File: config.mk
export PLATFORM = sky130hd
export DESIGN_NAME = qtd_ctrl
export DESIGN_NICKNAME = d
export VERILOG_FILES = /design/src/qtd_pkg.sv /design/src/qtd_ctrl.sv
export SDC_FILE = /design/constraint.sdc
export NUM_CORES = 1
export LEC_CHECK = 0
export ABC_AREA = 1
export BUFFER_PORTS_ARGS = -buffer_cell sky130_fd_sc_hd__buf_4
export CAP_MARGIN = 15
export CORE_ASPECT_RATIO = 0.5
export CORE_UTILIZATION = 38
export DETAILED_ROUTE_END_ITERATION = 7
export GPL_TIMING_DRIVEN = 0
export SYNTH_ARGS = -nofsm -noshare
export SYNTH_HDL_FRONTEND = slang
export SYNTH_SLANG_ARGS = --single-unit
File: constraint.sdc
create_clock -name clk -period 2.2 [get_ports clk]
set_clock_uncertainty 0.2 [all_clocks]
set_input_delay 0.22 -clock clk [delete_from_list [all_inputs] [get_ports clk]]
set_output_delay 0.22 -clock clk [all_outputs]
set_load 0.02 [all_outputs]
File: src/qtd_pkg.sv
package qtd_pkg;

	localparam int COEFF_WIDTH_DEF = 32;
	localparam int FRAC_BITS_DEF   = 16;
	localparam int NUM_SLOTS       = 20;

	typedef logic [4:0] slot_t;
	typedef logic [6:0] addr_t;

	localparam slot_t LAST_SLOT = 5'(NUM_SLOTS - 1);

	localparam logic [1:0] BANK_N = 2'd0;
	localparam logic [1:0] BANK_D = 2'd1;
	localparam logic [1:0] BANK_Q = 2'd2;
	localparam logic [1:0] BANK_T = 2'd3;

	localparam addr_t ADDR_ZERO = {BANK_T, 5'd31};

	typedef enum logic [1:0] {OP_ADD, OP_SUB, OP_MUL, OP_DIV} op_t;
	typedef enum logic [1:0] {PH_Q0, PH_FIRST, PH_SECOND, PH_THIRD} phase_t;
	typedef enum logic [2:0] {
		ST_IDLE, ST_LOAD_D, ST_FETCH, ST_EXEC, ST_WAIT, ST_OUT_RD, ST_OUT_EMIT
	} state_t;
	typedef enum logic [1:0] {WSRC_NUM, WSRC_DEN, WSRC_RES} wsrc_t;

	typedef struct packed {
		op_t   op;
		addr_t a;
		addr_t b;
		addr_t dst;
		logic  last;
	} instr_t;

	typedef struct packed {
		logic  we;
		addr_t waddr;
		wsrc_t wsrc;
		addr_t raddr_a;
		addr_t raddr_b;
		logic  load_in;
		logic  start;
		op_t   op;
		logic  out_load;
		slot_t out_slot;
		logic  out_end;
	} cmd_t;

	typedef struct packed {
		logic done;
		logic d0_zero;
		logic out_free;
	} sts_t;

	localparam slot_t SEC_TAB [6][3] = '{
		'{5'd4, 5'd1, 5'd1}, '{5'd5, 5'd2, 5'd2}, '{5'd6, 5'd3, 5'd3},
		'{5'd7, 5'd1, 5'd2}, '{5'd8, 5'd2, 5'd3}, '{5'd9, 5'd1, 5'd3}
	};

	localparam slot_t THIRD_TAB [10][17] = '{
		'{5'd10, 5'd1,5'd4, 5'd4,5'd1, 5'd1,5'd4, 5'd1,5'd4, 5'd1, 5'd1,5'd1, 5'd4, 5'd1, 5'd4, 5'd1,5'd1},
		'{5'd11, 5'd2,5'd5, 5'd5,5'd2, 5'd2,5'd5, 5'd2,5'd5, 5'd2, 5'd2,5'd2, 5'd5, 5'd2, 5'd5, 5'd2,5'd2},
		'{5'd12, 5'd3,5'd6, 5'd6,5'd3, 5'd3,5'd6, 5'd3,5'd6, 5'd3, 5'd3,5'd3, 5'd6, 5'd3, 5'd6, 5'd3,5'd3},
		'{5'd13, 5'd3,5'd4, 5'd9,5'd1, 5'd1,5'd9, 5'd3,5'd4, 5'd1, 5'd3,5'd1, 5'd9, 5'd1, 5'd9, 5'd1,5'd3},
		'{5'd14, 5'd2,5'd4, 5'd7,5'd1, 5'd1,5'd7, 5'd2,5'd4, 5'd1, 5'd2,5'd1, 5'd7, 5'd1, 5'd7, 5'd1,5'd2},
		'{5'd15, 5'd3,5'd5, 5'd8,5'd2, 5'd2,5'd8, 5'd3,5'd5, 5'd2, 5'd3,5'd2, 5'd8, 5'd2, 5'd8, 5'd2,5'd3},
		'{5'd16, 5'd1,5'd5, 5'd7,5'd2, 5'd2,5'd7, 5'd1,5'd5, 5'd2, 5'd1,5'd2, 5'd7, 5'd2, 5'd7, 5'd2,5'd1},
		'{5'd17, 5'd1,5'd6, 5'd9,5'd3, 5'd3,5'd9, 5'd1,5'd6, 5'd3, 5'd1,5'd3, 5'd9, 5'd3, 5'd9, 5'd3,5'd1},
		'{5'd18, 5'd2,5'd6, 5'd8,5'd3, 5'd3,5'd8, 5'd2,5'd6, 5'd3, 5'd2,5'd3, 5'd8, 5'd3, 5'd8, 5'd3,5'd2},
		'{5'd19, 5'd3,5'd7, 5'd8,5'd1, 5'd2,5'd9, 5'd3,5'd7, 5'd1, 5'd3,5'd2, 5'd8, 5'd2, 5'd9, 5'd1,5'd3}
	};

	function automatic addr_t an(input slot_t i);
		return {BANK_N, i};
	endfunction

	function automatic addr_t ad(input slot_t i);
		return {BANK_D, i};
	endfunction

	function automatic addr_t aq(input slot_t i);
		return {BANK_Q, i};
	endfunction

	function automatic addr_t at(input logic [1:0] j);
		return {BANK_T, 3'd0, j};
	endfunction

	function automatic instr_t mk(input op_t op, input addr_t a, input addr_t b,
		input addr_t dst, input logic last);
		instr_t ins;
		ins.op   = op;
		ins.a    = a;
		ins.b    = b;
		ins.dst  = dst;
		ins.last = last;
		return ins;
	endfunction

	function automatic instr_t prog_instr(input phase_t ph, input logic [3:0] g,
		input logic [4:0] s);
		instr_t ins;
		slot_t  i;
		slot_t  k;
		slot_t  a;
		slot_t  b;
		slot_t  r [17];
		i   = 5'(g) + 5'd1;
		k   = SEC_TAB[g[2:0]][0];
		a   = SEC_TAB[g[2:0]][1];
		b   = SEC_TAB[g[2:0]][2];
		r   = THIRD_TAB[g];
		ins = mk(OP_ADD, ADDR_ZERO, ADDR_ZERO, at(2'd0), 1'b1);
		case (ph)
			PH_Q0: ins = mk(OP_DIV, an(5'd0), ad(5'd0), aq(5'd0), 1'b1);
			PH_FIRST: begin
				case (s)
					5'd0: ins = mk(OP_MUL, an(5'd0), ad(i), at(2'd0), 1'b0);
					5'd1: ins = mk(OP_DIV, at(2'd0), ad(5'd0), at(2'd0), 1'b0);
					5'd2: ins = mk(OP_SUB, an(i), at(2'd0), at(2'd0), 1'b0);
					5'd3: ins = mk(OP_DIV, at(2'd0), ad(5'd0), aq(i), 1'b1);
					default: ins = mk(OP_ADD, ADDR_ZERO, ADDR_ZERO, at(2'd0), 1'b1);
				endcase
			end
			PH_SECOND: begin
				case (s)
					5'd0: ins = mk(OP_MUL, ad(b), aq(a), at(2'd0), 1'b0);
					5'd1: ins = mk(OP_SUB, an(k), at(2'd0), at(2'd0), 1'b0);
					5'd2: ins = mk(OP_MUL, aq(5'd0), ad(k), at(2'd1), 1'b0);
					5'd3: ins = mk(OP_SUB, at(2'd0), at(2'd1), at(2'd0), 1'b0);
					5'd4: ins = mk(OP_MUL, aq(5'd0), ad(b), at(2'd1), 1'b0);
					5'd5: ins = mk(OP_SUB, at(2'd1), an(b), at(2'd1), 1'b0);
					5'd6: ins = mk(OP_MUL, ad(a), at(2'd1), at(2'd1), 1'b0);
					5'd7: ins = mk(OP_DIV, at(2'd1), ad(5'd0), at(2'd1), 1'b0);
					5'd8: ins = mk(OP_ADD, at(2'd0), at(2'd1), at(2'd0), 1'b0);
					5'd9: ins = mk(OP_DIV, at(2'd0), ad(5'd0), aq(k), 1'b1);
					default: ins = mk(OP_ADD, ADDR_ZERO, ADDR_ZERO, at(2'd0), 1'b1);
				endcase
			end
			PH_THIRD: begin
				case (s)
					5'd0:  ins = mk(OP_SUB, ADDR_ZERO, ad(r[1]), at(2'd0), 1'b0);
					5'd1:  ins = mk(OP_MUL, at(2'd0), aq(r[2]), at(2'd0), 1'b0);
					5'd2:  ins = mk(OP_ADD, at(2'd0), an(r[0]), at(2'd0), 1'b0);
					5'd3:  ins = mk(OP_MUL, ad(r[3]), aq(r[4]), at(2'd1), 1'b0);
					5'd4:  ins = mk(OP_SUB, at(2'd0), at(2'd1), at(2'd0), 1'b0);
					5'd5:  ins = mk(OP_MUL, ad(r[5]), aq(r[6]), at(2'd1), 1'b0);
					5'd6:  ins = mk(OP_SUB, at(2'd0), at(2'd1), at(2'd0), 1'b0);
					5'd7:  ins = mk(OP_MUL, aq(r[7]), ad(r[8]), at(2'd1), 1'b0);
					5'd8:  ins = mk(OP_SUB, at(2'd0), at(2'd1), at(2'd0), 1'b0);
					5'd9:  ins = mk(OP_MUL, aq(5'd0), ad(r[0]), at(2'd1), 1'b0);
					5'd10: ins = mk(OP_SUB, at(2'd0), at(2'd1), at(2'd0), 1'b0);
					5'd11: ins = mk(OP_MUL, aq(r[10]), ad(r[11]), at(2'd1), 1'b0);
					5'd12: ins = mk(OP_MUL, aq(5'd0), ad(r[12]), at(2'd2), 1'b0);
					5'd13: ins = mk(OP_ADD, at(2'd1), at(2'd2), at(2'd1), 1'b0);
					5'd14: ins = mk(OP_SUB, at(2'd1), an(r[12]), at(2'd1), 1'b0);
					5'd15: ins = mk(OP_MUL, ad(r[9]), at(2'd1), at(2'd1), 1'b0);
					5'd16: ins = mk(OP_MUL, aq(5'd0), ad(r[13]), at(2'd2), 1'b0);
					5'd17: ins = mk(OP_SUB, at(2'd2), an(r[13]), at(2'd2), 1'b0);
					5'd18: ins = mk(OP_MUL, ad(r[15]), ad(r[16]), at(2'd3), 1'b0);
					5'd19: ins = mk(OP_DIV, at(2'd3), ad(5'd0), at(2'd3), 1'b0);
					5'd20: ins = mk(OP_SUB, ad(r[14]), at(2'd3), at(2'd3), 1'b0);
					5'd21: ins = mk(OP_MUL, at(2'd2), at(2'd3), at(2'd2), 1'b0);
					5'd22: ins = mk(OP_ADD, at(2'd1), at(2'd2), at(2'd1), 1'b0);
					5'd23: ins = mk(OP_DIV, at(2'd1), ad(5'd0), at(2'd1), 1'b0);
					5'd24: ins = mk(OP_ADD, at(2'd0), at(2'd1), at(2'd0), 1'b0);
					5'd25: ins = mk(OP_DIV, at(2'd0), ad(5'd0), aq(r[0]), 1'b1);
					default: ins = mk(OP_ADD, ADDR_ZERO, ADDR_ZERO, at(2'd0), 1'b1);
				endcase
			end
			default: ins = mk(OP_ADD, ADDR_ZERO, ADDR_ZERO, at(2'd0), 1'b1);
		endcase
		return ins;
	endfunction

endpackage

File: src/qtd_ctrl.sv
module qtd_ctrl
	import qtd_pkg::*;
(
	input  logic  clk,
	input  logic  arst_n,
	input  logic  in_valid,
	output logic  in_stall,
	input  slot_t slot,
	input  logic  final_load,
	input  sts_t  sts,
	output cmd_t  cmd
);

	state_t     state_q;
	state_t     state_d;
	phase_t     phase_q;
	logic [3:0] grp_q;
	logic [4:0] step_q;
	slot_t      k_q;
	slot_t      slot_q;
	logic       final_q;

	instr_t     ins;
	logic [3:0] grp_last;
	logic       prog_end;

	assign ins = prog_instr(phase_q, grp_q, step_q);

	always_comb begin
		case (phase_q)
			PH_Q0:     grp_last = 4'd0;
			PH_FIRST:  grp_last = 4'd2;
			PH_SECOND: grp_last = 4'd5;
			PH_THIRD:  grp_last = 4'd9;
			default:   grp_last = 4'd0;
		endcase
	end

	assign prog_end = ins.last && grp_q == grp_last && phase_q == PH_THIRD;

	always_comb begin
		case (state_q)
			ST_IDLE:     state_d = in_valid ? ST_LOAD_D : ST_IDLE;
			ST_LOAD_D: begin
				if (!final_q) begin
					state_d = ST_IDLE;
				end else begin
					state_d = sts.d0_zero ? ST_OUT_RD : ST_FETCH;
				end
			end
			ST_FETCH:    state_d = ST_EXEC;
			ST_EXEC:     state_d = ST_WAIT;
			ST_WAIT: begin
				if (!sts.done) begin
					state_d = ST_WAIT;
				end else begin
					state_d = prog_end ? ST_OUT_RD : ST_FETCH;
				end
			end
			ST_OUT_RD:   state_d = ST_OUT_EMIT;
			ST_OUT_EMIT: begin
				if (!sts.out_free) begin
					state_d = ST_OUT_EMIT;
				end else begin
					state_d = (k_q == LAST_SLOT) ? ST_IDLE : ST_OUT_RD;
				end
			end
			default:     state_d = ST_IDLE;
		endcase
	end

	always_comb begin
		cmd = '0;
		case (state_q)
			ST_IDLE: begin
				cmd.load_in = in_valid;
				cmd.we      = in_valid && slot <= LAST_SLOT;
				cmd.waddr   = an(slot);
				cmd.wsrc    = WSRC_NUM;
			end
			ST_LOAD_D: begin
				cmd.we    = slot_q <= LAST_SLOT;
				cmd.waddr = ad(slot_q);
				cmd.wsrc  = WSRC_DEN;
			end
			ST_FETCH: begin
				cmd.raddr_a = ins.a;
				cmd.raddr_b = ins.b;
			end
			ST_EXEC: begin
				cmd.raddr_a = ins.a;
				cmd.raddr_b = ins.b;
				cmd.start   = 1'b1;
				cmd.op      = ins.op;
			end
			ST_WAIT: begin
				cmd.we    = sts.done;
				cmd.waddr = ins.dst;
				cmd.wsrc  = WSRC_RES;
			end
			ST_OUT_RD: begin
				cmd.raddr_a = aq(k_q);
			end
			ST_OUT_EMIT: begin
				cmd.raddr_a  = aq(k_q);
				cmd.out_load = sts.out_free;
				cmd.out_slot = k_q;
				cmd.out_end  = k_q == LAST_SLOT;
			end
			default: cmd = '0;
		endcase
	end

	assign in_stall = state_q != ST_IDLE;

	always_ff @(posedge clk or negedge arst_n) begin
		if (!arst_n) begin
			state_q <= ST_IDLE;
			phase_q <= PH_Q0;
			grp_q   <= '0;
			step_q  <= '0;
			k_q     <= '0;
			slot_q  <= '0;
			final_q <= 1'b0;
		end else begin
			state_q <= state_d;
			case (state_q)
				ST_IDLE: begin
					if (in_valid) begin
						slot_q  <= slot;
						final_q <= final_load;
					end
				end
				ST_LOAD_D: begin
					phase_q <= PH_Q0;
					grp_q   <= '0;
					step_q  <= '0;
					k_q     <= '0;
				end
				ST_WAIT: begin
					if (sts.done) begin
						if (!ins.last) begin
							step_q <= step_q + 5'd1;
						end else begin
							step_q <= '0;
							if (grp_q == grp_last) begin
								grp_q <= '0;
								if (phase_q != PH_THIRD) begin
									phase_q <= phase_t'(phase_q + 2'd1);
								end
							end else begin
								grp_q <= grp_q + 4'd1;
							end
						end
					end
				end
				ST_OUT_EMIT: begin
					if (sts.out_free) begin
						k_q <= k_q + 5'd1;
					end
				end
				default: begin
				end
			endcase
		end
	end

endmodule

==> metrics.txt, run 1 <==
num rows=24; Clock Sinks=25; clk_lat worst skew=0.28 ns; area leader, netlist=nand2_1; Synth area leaders=nand2_1 (18%), dfrtp_1 (18%), inv_1 (8.1%), ha_1 (6.8%), nor2_1 (6.8%); Setup WS post-layout=-0.633 ns; PwrDens=557 nW/um^2; layout cells sized above 1=0.438; Crit. End Element=output pin; status=finished with violations; I/O pins=48; Crit Path Class=reg -> out; first-pass GRT wire length=22700 um; post-DR vias/cell=5.72; Total GRT Usage=0.309; DP HPWL=10500 um; DIE HEIGHT=69.7 um; Top Family by Delay on Critical Path=simple AND/OR/NAND/NOR gates; top_reg_cell synth=dfrtp_1; Crit Path Max Fanout=5; antenna cell count=0; gr ovfl total=0; Data required, critical path=1.78 ns; CTS Root Buffer Type=clkbuf_16; final slew viol count=0; critical path arrival=2.41 ns; vias in the first global route=4316; Peak Freq=353 MHz; P&R area growth vs syn=61.8%; GPL Wtd Cong=0.963; drt wl/cell=18.3 um; commonest non-fill, non-tap cells in the layout=nand2_1 (131), buf_4 (75), inv_1 (54); Synth async-reset ratio=1.00; Clock transition at path regs=0.08 ns; # setup viols final=36; CTS buffer count=3; MaxCap Viol Count=0; Distinct cells, synth=41; crit-path cells=inv_4 > ha_4 > inv_2 > nor2_4 > nand2_4 > inv_6 > buf_6 > nand2_1 > nand3_1 > a21oi_1 > nand3_1 > nand2_1 > nand3_1 > nand2_1 > inv_2 > buf_6; Initial Utilization=0.396; RSZ-0062 raised after global routing=yes; pin count of the biggest net entering global routing=26; Total Power=0.00314 W; commonest non-fill, non-tap cell in the layout=nand2_1; initial DRC count=479; slowest stage cell on the critical path=dfrtp_2; initial antenna violation count=0; Fin Hold WS=0.00998 ns; flops & latches, synth=25; nets=744; fin crit share=1.29; drt pass-1 iters=7; PortBufs=47; CORE AREA=8800 um^2; number of flops mapped to enable cells by yosys=0; Crit path buffers/inverters=6; fillcell total=759; Bufs on Longest Clock Path=2; Syn Std Cell Area=3490 um^2; endpoints failing hold=0; Final min period=2.83 ns; Slew Limit Headroom=0.611; DRC Markers=0; CTS tree=done; Tightest Pin Transition=0.583 ns; remaining antenna violation count=0; CP startpoint kind=flip-flop; total negative slack=-16.00 ns; failing checks=setup timing; via count=4743; Syn Nets=631; Seq/Total Area, Yosys=0.179; CP peak stage delay=0.48 ns; count of warnings emitted by yosys=0; Lkg Pwr=2.80 nW; Synth top area share=0.180; cells after synthesis=600; H-tree depth=1; peak supply drop=0.568 mV; class of the worst hold path=in -> reg; syn avg cell area=5.81 um^2; Die X-Extent=137 um; full die area=9580 um^2; Routed WL=15200 um
cell type report:
cell class	count	area, um^2	share of cell area
Buffer	10	65.1	0.0115
Clock buffer	3	75.1	0.0133
Clock inverter	1	8.76	0.00155
Inverter	83	358	0.0634
Multi-Input combinational cell	481	3400	0.603
Sequential cell	25	636	0.113
Tap cell	117	146	0.0260
Timing Repair Buffer	109	950	0.168
cells in the mapped netlist, drive strengths merged, types with 2 or more instances:
cell type  count
nor2          78
o21ai         48
dfrtp         25
o22ai          8
nor3          20
o21bai         3
xnor2          2
a41oi          2
clkbuf         6
and3           2
nand3b         4
a31oi          5
buf            5
nand4         17
nand3         38
ha            19
o211ai         7
a21oi         35
a22oi          3
nand2        183
inv           81
clkinv         2
what timing repair did:
item                                    in CTS  in global routing
endpoints found under the hold margin       27                  0
cloned                                       0                  0
buffers inserted                            35                 24
hold buffers                                 3                  0
pin swaps                                   58                 52
resized for setup                          167                 87
endpoints found under the setup margin      39                 46
state kept, by name, indices dropped and copies added, names as in the netlist:
| register | flops |
|---|---|
| slot_q | 5 |
| grp_q | 4 |
| final_q | 1 |
| state_q | 3 |
| k_q | 5 |
| step_q | 5 |
| phase_q | 2 |
layer usage:
metal | vias to the layer above | track usage | routed length, um
met5 | - | 0 | 0
met4 | 0 | 0.0598 | 271
met3 | 30 | 0.0621 | 1340
met2 | 249 | 0.468 | 6650
met1 | 2255 | 0.448 | 6910
li1 | 2209 | - | -
worst min-delay path, cell delays in order:
cell     delay, ns
buf_4         0.09
nor2_2        0.04
a21oi_1       0.10
cell families after synthesis:
| group | count (synthesis) | share of synthesized area |
|---|---|---|
| AO/OA/AOI/OAI | 115 | 0.190 |
| buffers and inverters | 94 | 0.105 |
| flip-flops | 25 | 0.179 |
| XOR/XNOR | 3 | 0.00754 |
| AND/OR/NAND/NOR | 344 | 0.450 |
| adder cells (fa/ha/maj) | 19 | 0.0682 |
final timing paths:
| kind | start | end | slack (ns) | cells past startpoint |
|---|---|---|---|---|
| max in group asynchronous | arst_n | phase_q[0]$_DFFE_PN0P_ | 1.30 | 2 |
| worst max-delay path | step_q[1]$_DFFE_PN0P_ | cmd[11] | -0.63 | 16 |
| worst min-delay path | slot[2] | slot_q[2]$_DFFE_PN0P_ | 0.01 | 3 |
| worst max register to register | step_q[1]$_DFFE_PN0P_ | step_q[4]$_DFFE_PN0P_ | -0.37 | 16 |
| worst min register to register | slot_q[0]$_DFFE_PN0P_ | slot_q[0]$_DFFE_PN0P_ | 0.29 | 2 |
| min in group asynchronous | arst_n | slot_q[3]$_DFFE_PN0P_ | 0.21 | 2 |
report_power, final:
part / total (W) / internal [W] / switching, W / leakage [nW]
Sequential: 0.000669 / 0.000564 / 0.000104 / 0.320
Combinational: 0.00201 / 0.000768 / 0.00124 / 2.44
Clock: 0.000461 / 0.000253 / 0.000208 / 0.0415
metrics by stage:
step | instances | cell area, um^2 | utilization | setup WS (ns)
floorplan | 600 | 3640 | - | -0.0639
global placement | 764 | 4140 | 0.470 | -0.753
detailed placement | 764 | 4140 | 0.470 | -0.741
CTS | 805 | 5130 | 0.583 | -0.597
global route | 829 | 5640 | 0.641 | -0.733
finish | 829 | 5640 | 0.641 | -0.633
Power figures use the tool's default switching activity.
==> run 2, diff against run 1 <==
- CORE_MARGIN: unset -> 4
==> run 2 against run 1 <==
- setup slack got worse by 0.033 ns
- critical path type unchanged
- clock power rose by 1%
- combinational power fell by 7%
- final cell count fell by 1.7%
- clock-buffer cell count did not move
- flip-flop and latch count did not move
- sequential share of layout area rose by 0.57 points
- wire length fell by 2.1%
- maximum frequency fell by 1.2%
- the run still ends with setup timing left
- design area fell by 5.0%
- first-iteration DRC count fell by 38%
- worst hold slack got worse by 0.0019 ns
==> metrics.txt, run 2 (synthesis results as in run 1) <==
status=finished with violations (unchanged); failing checks=setup timing (unchanged); peak supply drop=0.606 mV (was 0.568 mV); RSZ-0062 raised after global routing=yes (unchanged); Die X-Extent=143 um (was 137 um); gr ovfl total=0 (unchanged); reg-to-reg endpoint=grp_q[2]$_DFFE_PN0P_ (was step_q[4]$_DFFE_PN0P_); Slew Limit Headroom=0.490 (was 0.611); final slew viol count=0 (unchanged); PortBufs=47 (unchanged); remaining antenna violation count=0 (unchanged); CTS buffer count=3 (unchanged); layout cells sized above 1=0.413 (was 0.438); endpoints failing hold=0 (unchanged); nets=730 (was 744); Crit Path Max Fanout=5 (unchanged); DRC Markers=0 (unchanged); Clock transition at path regs=0.08 ns (about the same); P&R area growth vs syn=53.7% (was 61.8%); # setup viols final=36 (unchanged); fin crit share=1.30 (was 1.29); Crit. End Element=output pin (unchanged); CP Capture Point=cmd[14] (was cmd[11]); drt pass-1 iters=7 (unchanged); Data required, critical path=1.78 ns (about the same); Total GRT Usage=0.275 (was 0.309); MaxCap Viol Count=0 (unchanged); Largest regs=k_q: 5 flops, slot_q: 5 flops, step_q: 5 flops (unchanged); initial antenna violation count=0 (unchanged); GPL Wtd Cong=1.00 (was 0.963); antenna cell count=0 (unchanged); Bufs on Longest Clock Path=2 (unchanged); Routed WL=14800 um (was 15200 um); Placed Instances=764 (unchanged); CTS Root Buffer Type=clkbuf_16 (unchanged); Clock Sinks=25 (unchanged); DP HPWL=11000 um (was 10500 um); R2R depth=17 (was 16); first-pass GRT wire length=23200 um (was 22700 um); Critical Path Source=step_q[1]$_DFFE_PN0P_ (unchanged); HP Start=slot[2] (unchanged); via count=4562 (was 4743); commonest non-fill, non-tap cells in the layout=nand2_1 (127), buf_4 (72), inv_1 (60) (was nand2_1 (131), buf_4 (75), inv_1 (54)); Tightest Pin Transition=0.765 ns (was 0.583 ns); H-tree depth=1 (unchanged); CORE AREA=8830 um^2 (was 8800 um^2); initial DRC count=297 (was 479); Reg-to-Reg Start=step_q[1]$_DFFE_PN0P_ (unchanged); Placement Cell Area=4140 um^2 (unchanged); DIE HEIGHT=75.7 um (was 69.7 um); full die area=10900 um^2 (was 9580 um^2); area used by multi-input combinational logic=3280 um^2 (was 3400 um^2); commonest non-fill, non-tap cell in the layout=nand2_1 (unchanged); Finished Layout Cells=815 (was 829); post-DR vias/cell=5.60 (was 5.72); Reg area=634 um^2 (was 636 um^2); vias in the first global route=4362 (was 4316); CP startpoint kind=flip-flop (unchanged); drt wl/cell=18.2 um (was 18.3 um); critical path arrival=2.45 ns (was 2.41 ns); Total Power=0.00300 W (was 0.00314 W); pin count of the biggest net entering global routing=26 (unchanged); clk_lat worst skew=0.28 ns (about the same); PwrDens=560 nW/um^2 (was 557 nW/um^2); Design Area, Final=5360 um^2 (was 5640 um^2); Peak Freq=349 MHz (was 353 MHz); fillcell total=863 (was 759); num rows=24 (unchanged); Setup WS post-layout=-0.666 ns (was -0.633 ns); CTS tree=done (unchanged); Initial Utilization=0.395 (was 0.396); I/O pins=48 (unchanged); Reg2Reg Setup Slack=-0.28 ns (was -0.37 ns); Final min period=2.87 ns (was 2.83 ns); class of the worst hold path=in -> reg (unchanged); Lkg Pwr=2.64 nW (was 2.80 nW); Crit Path Class=reg -> out (unchanged)
## run 2: report_power, final
group          total, W  internal [W]  switching, W
Clock          0.000466      0.000253      0.000212
Sequential     0.000670      0.000563      0.000108
Combinational   0.00186      0.000696       0.00117
Total           0.00300       0.00151       0.00149
## run 2: layout make-up
type                       instances  area share
multi-input combinational        481       0.612
timing repair buffer              94       0.149
sequential                        25       0.118
inverter                          83      0.0640
tap                              117      0.0273
clock buffer                       3      0.0140
buffer                            11      0.0140
clock inverter                     1     0.00164
## run 2: how the worst min path moves through the flow
stage / to / depth (start not counted)
after floorplan: final_q$_DFFE_PN0P_ / 0
after global placement: step_q[4]$_DFFE_PN0P_ / 1
after detailed placement: step_q[4]$_DFFE_PN0P_ / 1
after CTS: slot_q[4]$_DFFE_PN0P_ / 3
after global routing: slot_q[2]$_DFFE_PN0P_ / 3
final: slot_q[2]$_DFFE_PN0P_ / 3
## run 2: per-stage QoR
stage / setup WS (ns) / util / TNS, ns / hold WS [ns]
after floorplan: -0.0639 / - / -0.283 / -0.276
after global placement: -0.852 / 0.469 / -16.92 / -0.0427
after detailed placement: -0.843 / 0.469 / -16.74 / -0.0396
after CTS: -0.607 / 0.572 / -13.68 / 0.0180
after global routing: -0.751 / 0.607 / -18.61 / 0.0360
final: -0.666 / 0.607 / -14.79 / 0.00807
## run 2: routing by layer
| metal | part of all wire | vias up | routed length, um | GRT usage |
|---|---|---|---|---|
| met1 | 0.47 | 2136 | 6990 | 0.385 |
| met3 | 0.083 | 31 | 1240 | 0.0564 |
| li1 | - | 2177 | - | - |
| met4 | 0.021 | 0 | 306 | 0.0585 |
| met2 | 0.43 | 218 | 6310 | 0.442 |
| met5 | 0 | - | 0 | 0 |
## run 2: worst max-delay path, cell delays in order, from the launching register on
cell     delay [ns]
dfrtp_2        0.48
inv_4          0.11
ha_4           0.16
inv_2          0.05
nor2_4         0.21
nand2_4        0.09
buf_4          0.14
buf_6          0.12
nor2_4         0.15
inv_1          0.08
o22ai_1        0.20
a21oi_1        0.07
nand2_1        0.06
nand2_1        0.06
inv_2          0.08
buf_6          0.11
## run 2: timing repair
item,CTS,global route
hold endpoints to repair,27,0
gates cloned,0,0
gates resized for setup,157,59
hold buffers,3,0
pin swaps,48,31
setup endpoints to repair,39,43
setup buffers,33,11
==> run 3, diff against run 2 <==
- BUFFER_PORTS_ARGS: -buffer_cell sky130_fd_sc_hd__buf_4 -> -buffer_cell sky130_fd_sc_hd__buf_2
- REMOVE_ABC_BUFFERS: unset -> 1
==> run 3 against run 2 <==
- worst hold slack improved by 0.028 ns
- the run still ends with setup timing left
- first-iteration DRC count up 56%
- core utilization increased by 0.11 points
- non-clock buffer count grew 7
- power decreased by 4.8%
- clock power fell by 11%
- largest cell class unchanged
- via count grew 3.3%
- sequential share of layout area about the same
- register-to-register slack worse by 0.08 ns
==> metrics.txt, run 3 (synthesis results as in run 1) <==
failing checks=setup timing (unchanged); fin crit share=1.32 (was 1.30); PwrDens=532 nW/um^2 (was 560 nW/um^2); cell mode on critical path=nand2_2; Largest regs=k_q: 5 flops, slot_q: 5 flops, step_q: 5 flops (unchanged); post-place setup slack=-1.07 ns (was -0.843 ns); Clock Sinks=25 (unchanged); Tightest Pin Transition=0.588 ns (was 0.765 ns); post-DR vias/cell=5.73 (was 5.60); class of the worst hold path=in -> reg (unchanged); antenna cell count=0 (unchanged); via count=4712 (was 4562); Total GRT Usage=0.262 (was 0.275); endpoints failing hold=0 (unchanged); commonest non-fill, non-tap cells in the layout=nand2_1 (123), buf_4 (59), inv_1 (58) (was nand2_1 (127), buf_4 (72), inv_1 (60)); CTS Root Buffer Type=clkbuf_16 (unchanged); Final min period=2.91 ns (was 2.87 ns); Slew Limit Headroom=0.608 (was 0.490); num rows=24 (unchanged); status=finished with violations (unchanged); Hold Path Depth=3 (unchanged); DP HPWL=10300 um (was 11000 um); Top Family by Delay on Critical Path=simple AND/OR/NAND/NOR gates (was buffers and inverters); P&R area growth vs syn=53.9% (was 53.7%); nets=737 (was 730); drt pass-1 iters=5 (was 7); pin count of the biggest net entering global routing=26 (unchanged); H-tree depth=1 (unchanged); Die X-Extent=143 um (unchanged); Total Power=0.00285 W (was 0.00300 W); Crit path buffers/inverters=3 (was 7); critical path arrival=2.49 ns (was 2.45 ns); Initial Utilization=0.395 (unchanged); CTS buffer count=3 (unchanged); CTS tree=done (unchanged); Bufs on Longest Clock Path=2 (unchanged); DIE HEIGHT=75.7 um (unchanged); I/O pins=48 (unchanged); RSZ-0062 raised after global routing=yes (unchanged); drt wl/cell=18.2 um (about the same); total negative slack=-16.53 ns (was -14.79 ns); # setup viols final=36 (unchanged); full die area=10900 um^2 (unchanged); slowest stage cell on the critical path=dfrtp_2 (unchanged); first-pass GRT wire length=22300 um (was 23200 um); initial antenna violation count=0 (unchanged); Lkg Pwr=2.62 nW (was 2.64 nW); Crit Path Class=reg -> out (unchanged); peak supply drop=0.751 mV (was 0.606 mV); layout cells sized above 1=0.441 (was 0.413); MaxCap Viol Count=0 (unchanged); CP startpoint kind=flip-flop (unchanged); Finished Core Util=0.608 (was 0.607); Peak Freq=344 MHz (was 349 MHz); Fin Hold WS=0.0358 ns (was 0.00807 ns); Crit. End Element=output pin (unchanged); Routed WL=14900 um (was 14800 um); commonest non-fill, non-tap cell in the layout=nand2_1 (unchanged); GPL Wtd Cong=0.982 (was 1.00); remaining antenna violation count=0 (unchanged); PortBufs=47 (unchanged); Data required, critical path=1.78 ns (about the same); clk_lat worst skew=0.27 ns (was 0.28 ns); CORE AREA=8830 um^2 (unchanged); Crit Path Max Fanout=5 (unchanged); final slew viol count=0 (unchanged); DRC Markers=0 (unchanged); crit-path cells=inv_4 > ha_4 > inv_4 > nor2_4 > nand2_4 > nand2_4 > nor2_4 > nand2_2 > nor2_4 > nand2_2 > nand2_2 > nand2_4 > nand3_2 > nand2_2 > a21oi_2 > buf_4 (was inv_4 > ha_4 > inv_2 > nor2_4 > nand2_4 > buf_4 > buf_6 > nor2_4 > inv_1 > o22ai_1 > a21oi_1 > nand2_1 > nand2_1 > inv_2 > buf_6); CP peak stage delay=0.46 ns (was 0.48 ns); initial DRC count=463 (was 297); Crit. path cell count=16 (was 15); R2R depth=20 (was 17); vias in the first global route=4220 (was 4362); Clock transition at path regs=0.07 ns (was 0.08 ns); Setup WS post-layout=-0.705 ns (was -0.666 ns); gr ovfl total=0 (unchanged)
## run 3: final cells by class
type                       count  area [um^2]
inverter                      83          345
sequential                    25          636
clock buffer                   4         78.8
tap                          117          146
fill                         786         3460
multi-input combinational    481         3290
timing repair buffer         112          868
## run 3: metal layers
layer	vias to the layer above	GRT usage	wire length [um]
met5	-	0	0
met4	0	0.0595	398
met3	48	0.0476	1290
met2	256	0.422	6560
met1	2213	0.370	6690
li1	2195	-	-
## run 3: repair_timing
action,CTS,global route
pin swaps,35,47
hold endpoints to repair,27,0
endpoints found under the setup margin,39,43
resized for setup,171,109
hold buffers,3,0
setup buffers,43,21
## run 3: tightest hold or removal path, stage by stage
cell     delay, ns
buf_2         0.09
nor2_1        0.05
a21oi_1       0.10
## run 3: worst paths after layout
| path | start | endpoint | slack [ns] |
|---|---|---|---|
| setup / recovery | step_q[0]$_DFFE_PN0P_ | cmd[16] | -0.71 |
| hold / removal | slot[4] | slot_q[4]$_DFFE_PN0P_ | 0.04 |
| setup reg to reg | step_q[1]$_DFFE_PN0P_ | grp_q[2]$_DFFE_PN0P_ | -0.36 |
| hold reg to reg | slot_q[0]$_DFFE_PN0P_ | slot_q[0]$_DFFE_PN0P_ | 0.28 |
| max in group asynchronous | arst_n | grp_q[0]$_DFFE_PN0P_ | 1.07 |
| min in group asynchronous | arst_n | slot_q[3]$_DFFE_PN0P_ | 0.29 |
## run 3: through the flow
step	std cells	instance area, um^2
after floorplan	589	3430
final	822	5370
after CTS	802	4840
after detailed placement	753	3810
after global routing	822	5370
after global placement	753	3810
## run 3: report_power, final
group / switching (W) / internal [W]
clock: 0.000168 / 0.000248
combinational: 0.00115 / 0.000626
sequential: 0.000102 / 0.000562
total: 0.00142 / 0.00144
